**config.mk**
```make
export PLATFORM = sky130hd
export DESIGN_NAME = baa_cell
export DESIGN_NICKNAME = d
export VERILOG_FILES = /design/src/rtl/baa_pkg.sv /design/src/rtl/baa_cell.sv
export SDC_FILE = /design/constraint.sdc
export NUM_CORES = 1
export LEC_CHECK = 0
export BUFFER_PORTS_ARGS = -buffer_cell sky130_fd_sc_hd__buf_2
export CAP_MARGIN = 20
export CORE_AREA = 2 2 39 41
export DETAILED_ROUTE_END_ITERATION = 8
export DIE_AREA = 0 0 41 43
export PLACE_DENSITY = 0.84
export SLEW_MARGIN = 30
export SYNTH_ARGS = -nofsm -noshare
export SYNTH_HDL_FRONTEND = slang
export SYNTH_SLANG_ARGS = --single-unit
```
**constraint.sdc**
```tcl
create_clock -name clk -period 0.8 [get_ports clk]
set_input_delay 0.04 -clock clk [delete_from_list [all_inputs] [get_ports clk]]
set_output_delay 0.04 -clock clk [all_outputs]
set_load 0.03 [all_outputs]
```
**src/rtl/baa_pkg.sv**
```systemverilog
// Package for the bus address allocator: action and status codes, the
// controller state type, and the structs passed along the cell chain.
// No dependencies.
package baa_pkg;

  localparam int ADDRESS_COUNT_DEF = 128;
  localparam int HANDLE_BITS_DEF   = 32;

  localparam int ADDR_BITS      = 7;
  localparam int LIMIT_BITS     = 8;
  localparam int HANDLE_IN_BITS = 32;
  localparam int ACTION_BITS    = 3;
  localparam int STATUS_BITS    = 2;

  localparam logic [LIMIT_BITS-1:0] LIMIT_RESET = 8'd128;

  typedef enum logic [ACTION_BITS-1:0] {
    ACT_REQUEST         = 3'd0,
    ACT_RELEASE         = 3'd1,
    ACT_BIND            = 3'd2,
    ACT_FIND            = 3'd3,
    ACT_RESERVE_DEFAULT = 3'd4,
    ACT_RELEASE_DEFAULT = 3'd5
  } action_t;

  typedef enum logic [STATUS_BITS-1:0] {
    ST_OK        = 2'd0,
    ST_LIMIT     = 2'd1,
    ST_NOT_FOUND = 2'd2,
    ST_BUSY      = 2'd3
  } status_t;

  typedef enum logic [1:0] {
    S_IDLE,
    S_SCAN,
    S_HOLD
  } state_t;

  // Operation broadcast to every cell for the duration of one scan
  typedef struct packed {
    action_t                act;
    logic [ADDR_BITS-1:0]   addr;
    logic [LIMIT_BITS-1:0]  limit;
  } op_t;

  // Token walking the chain, one cell per cycle
  typedef struct packed {
    logic                   live;
    logic                   hit;
    logic [ADDR_BITS-1:0]   addr;
  } token_t;

endpackage

```
**src/rtl/baa_cell.sv**
```systemverilog
// One allocator cell: holds the used flag and bound handle of one address
// and forwards the scan token to the next cell. Depends on baa_pkg.
module baa_cell #(
  parameter int INDEX       = 0,
  parameter int HANDLE_BITS = baa_pkg::HANDLE_BITS_DEF
) (
  input  logic                   clk,
  input  logic                   rst,
  input  baa_pkg::op_t           op,
  input  logic [HANDLE_BITS-1:0] handle,
  input  baa_pkg::token_t        tok_in,
  output baa_pkg::token_t        tok_out
);
  import baa_pkg::*;

  localparam bit ADDR_REACH  = INDEX < (1 << ADDR_BITS);
  localparam bit LIMIT_REACH = (INDEX >= 1) && (INDEX < (1 << LIMIT_BITS));
  localparam logic [ADDR_BITS-1:0]  IDX_ADDR  = ADDR_BITS'(INDEX);
  localparam logic [LIMIT_BITS-1:0] IDX_LIMIT = LIMIT_BITS'(INDEX);

  logic                   used;
  logic                   used_next;
  logic [HANDLE_BITS-1:0] bound;
  logic [HANDLE_BITS-1:0] bound_next;
  logic                   claim;
  logic                   addr_match;

  assign addr_match = ADDR_REACH && (op.addr == IDX_ADDR);

  always_comb begin
    claim      = 1'b0;
    used_next  = used;
    bound_next = bound;
    if (tok_in.live) begin
      unique case (op.act)
        ACT_REQUEST: begin
          claim = LIMIT_REACH && (IDX_LIMIT < op.limit) && !used && !tok_in.hit;
          if (claim) begin
            used_next  = 1'b1;
            bound_next = '1;
          end
        end
        ACT_RELEASE: begin
          claim = addr_match && used;
          if (claim) used_next = 1'b0;
        end
        ACT_BIND: begin
          claim = addr_match && used;
          if (claim) bound_next = handle;
        end
        ACT_FIND: begin
          claim = used && (bound == handle) && !tok_in.hit;
        end
        default: ;
      endcase
    end
  end

  always_ff @(posedge clk) begin
    if (rst) begin
      used         <= 1'b0;
      tok_out.live <= 1'b0;
    end else begin
      used         <= used_next;
      tok_out.live <= tok_in.live;
    end
  end

  always_ff @(posedge clk) begin
    bound       <= bound_next;
    tok_out.hit <= tok_in.hit | claim;
    // keep the first hit's address as it travels down
    tok_out.addr <= claim ? IDX_ADDR : tok_in.addr;
  end

endmodule

```
After elaboration in Yosys (flattened, before gate mapping)
Cells that the tools add are included.
Widths: inputs -> output; s select.
{"block": "word_totals", "ff_bits": 9, "input_bits": 61, "out_inout_bits": 9, "wordCells": 3}

Longest topological paths before layout
{"block": "logic_depth", "word_depth": 0, "mapped_depth": 1, "ltp_nobuf": 1}

Worst setup path before layout
Ideal clock, no wire load.
{"block": "synth_timing", "path_type": "register to output", "from": "register tok_out[0] (netlist name)", "to": "output port tok_out[0] (netlist name)", "arrival_time_ns": 0.459, "required_time_ns": 0.760, "slack_ns": 0.301, "stages_incl_launch_ff": 1, "n_path_buf": 0, "path_cell_list": "dfxtp_1"}
{"element": "start: declaration", "line_no": "baa_cell.sv:12", "text": "output baa_pkg::token_t tok_out"}
No word-level cell between the ends.

Worst setup path in the final report
{"block": "layout_timing", "from": "register tok_out[3] (netlist name)", "to": "output port tok_out[3] (netlist name)"}
No word-level cell between the ends.

==> metrics.md <==
| Metric | Value |
|---|---|
| Largest family of logic cells by synthesized area | simple AND/OR/NAND/NOR gates |
| Design Area, Final | 460 sq um |
| Cells after synthesis | 10 |
| Max VDD drop | slightly below 0.8 mV |
| Most instantiated cells after synthesis | 9 x dfxtp_1, 1 x nor2b_4 |
| Routed vias | 183 |
| Crit start category | register |
| Rows | 14 |
| Ys flop type | dfxtp_1 |
| CP max FO | 1 |
| Crit path DAT | 720 ps |
| Met1 Resource Use GR | 0.0918 |
| Largest net degree at the start of global routing | 6 |
| Final Hold Fails | 0 |
| Max FFs per register | 9 |
| CP top delay family | flip-flops |
| Pleak | roughly 0.22 nW |
| Core area | 0.00138 sq mm |
| Total grt overflow | 0 |
| Area growth syn-to-layout | 137% |
| CP cell instances | buf_4 |
| Post-synth EDFFs | 0 |
| Critical path depth | 1 |
| Met3 track demand over resource | 0.0314 |
| Synth warnings | 0 |
| Placed insts | 45 |
| Die width | 41 um |
| Synth area leader | dfxtp_1 |
| Die Area | 0.00176 sq mm |
| Drt first pass iters | 2 |
| N_diodes | 0 |
| IO Port Bufs | 19 |
| Worst-path clk slew | 60 ps |
| Synth Area in Simple Gates | 0.0710 |
| Share of Yosys cell area claimed by the top area cell type | 0.929 |
| Drt drc | 0 |
| Post-synthesis xor/xnor area fraction | 0 |
| Largest regs | tok_out: 9 flops |
| Total negative slack | 0 ps |
| Via density | 3.16 |
| Slew Limit Fails | 0 |
| Non-Filler Instances | 58 |
| MaxCap Viol Count | 0 |
| DR iter-0 viols | 1 |
| Busiest grt layer | met1 |
| CP Buf/Inv Count | 1 |
| TritonCTS Sinks | 9 |
| CP max stage delay | around 310 ps |
| Slowest CP cell | dfxtp_1 |
| Unrepaired setup endpoints after global routing | no |
| Share of layout cells above drive strength 1 | 0.571 |
| Seq/Total Area, Yosys | 0.929 |
| Synth area leaders | dfxtp_1 93%, nor2b_4 7.1% |
| Clock Root Buffer | clkbuf_4 |
| Final setup vio count | 0 |
| Synth Area in Compound Gates | 0 |
| Nets | 104 |
| Status | completed |
| Fmax achieved | 1320 MHz |
| Share of flip-flops with an asynchronous set or reset | 0 |
| Initial Utilization | 0.140 |
| Post-Synth Adder-Cell Area | 0 |
| Initial antenna violation count | 0 |
| Die Span Y | 43 um |
| Flops & latches, synth | 9 |
| Syn avg cell area | 19.4 sq um |
| Routed Antenna Nets | 0 |
| H-tree levels | 1 |
| Final wirelength | 531 um |
| GPL Wtd Cong | 0.672 |
| Cell area after placement | 309 sq um |
| Vias in the first global route | about 190 |
| Hold WC Path Type | primary input to register |
| Deepest clock path buffer count | 2 |
| # IOs | 70 |
| Pwr dens | around 2100 mW/mm^2 |
| Critical path endpoint category | output pin |
| Drt wl/cell | between 9 and 10 um |
| Tcrit/Tclk final | 0.944 |
| Final Hold Slack | approximately 12 ps |
| Critical path type | register to output pin |
| CTS tree | yes |
| Total GRT Usage | 0.0667 |
| Syn Nets | 71 |
| Biggest register | tok_out |
| CTS Buf Count | 3 |
| Synth unique cells | 2 |
| Worst EP required | 760 ps |
| Area of the mapped netlist | 194 sq um |
| Tmin final | 755 ps |
| Crit. Startpoint | tok_out[3]$_DFF_P_ |
| Post-CTS Repair Setup Buffers | 0 |
| Worst setup endpoint | tok_out[3] |
| Max-slew headroom | 0.934 |
| Post-synthesis mux area share | 0 |
| Fillers | 140 |
| Slew @ Worst Pin | 99.3 ps |
| Met2 Usage GRT | 0.0719 |
| First-pass GRT wire length | 745 um |
| Most common cell in the netlist | dfxtp_1 |
[power breakdown]
| group | switching, mW | internal, mW | total, mW |
|---|---|---|---|
| Sequential | 0.00827 | 0.473 | 0.482 |
| Combinational | 0.0705 | 0.0830 | 0.154 |
| Clock | 0.137 | 0.191 | 0.328 |
| Total | 0.216 | 0.747 | 0.963 |
[area by class of cell]
class / instances / area (sq um) / area share
timing repair buffer: 28 / 219 / 0.476
multi-input combinational: 1 / 13.8 / 0.0299
tap: 16 / 20.0 / 0.0435
sequential: 9 / 181 / 0.394
clock buffer: 4 / 26.3 / 0.0571
[repair_timing]
action / 4_1_cts / 5_1_grt
endpoints found under the setup margin: 4 / 8
hold endpoints to repair: 9 / 0
hold buffers: 9 / 0
resized for setup: 4 / 14
[worst min path at each step]
| stage | endpoint | cells after the start | startpoint |
|---|---|---|---|
| 6_report | tok_out[8]$_SDFF_PP0_ | 2 | tok_in[8] |
| 5_1_grt | tok_out[8]$_SDFF_PP0_ | 2 | tok_in[8] |
| 4_1_cts | tok_out[8]$_SDFF_PP0_ | 2 | tok_in[8] |
| 3_5_place_dp | tok_out[5]$_DFF_P_ | 1 | tok_in[5] |
| 3_3_place_gp | tok_out[5]$_DFF_P_ | 1 | tok_in[5] |
| 2_1_floorplan | tok_out[0]$_DFF_P_ | 0 | tok_in[0] |
[routing by layer]
layer,wire [um],up-vias
met5,0,-
met3,92,0
met2,170,20
met1,267,69
li1,-,94
met4,0,0
[cell usage in the layout (no fill, tap or decap), drive strengths merged]
master	n
buf	19
dfxtp	9
dlygate4sd3	9
clkbuf	4
nor2b	1
[stage by stage]
step / util / total power [mW] / setup WS [ps]
floorplan: - / 0.542 / 301
global placement: 0.223 / 0.592 / 283
detailed placement: 0.223 / 0.593 / 269
CTS: 0.315 / 0.964 / 5.85
global route: 0.333 / 1.02 / 5.76
finish: 0.333 / 0.963 / 44.9
[kinds of logic (layout without fill, tap and decap cells)]
logic type	count (synthesis)	count (layout)
buffers and inverters	0	32
DFF	9	9
and+or+nand+nor	1	1
Power figures use the tool's default switching activity.
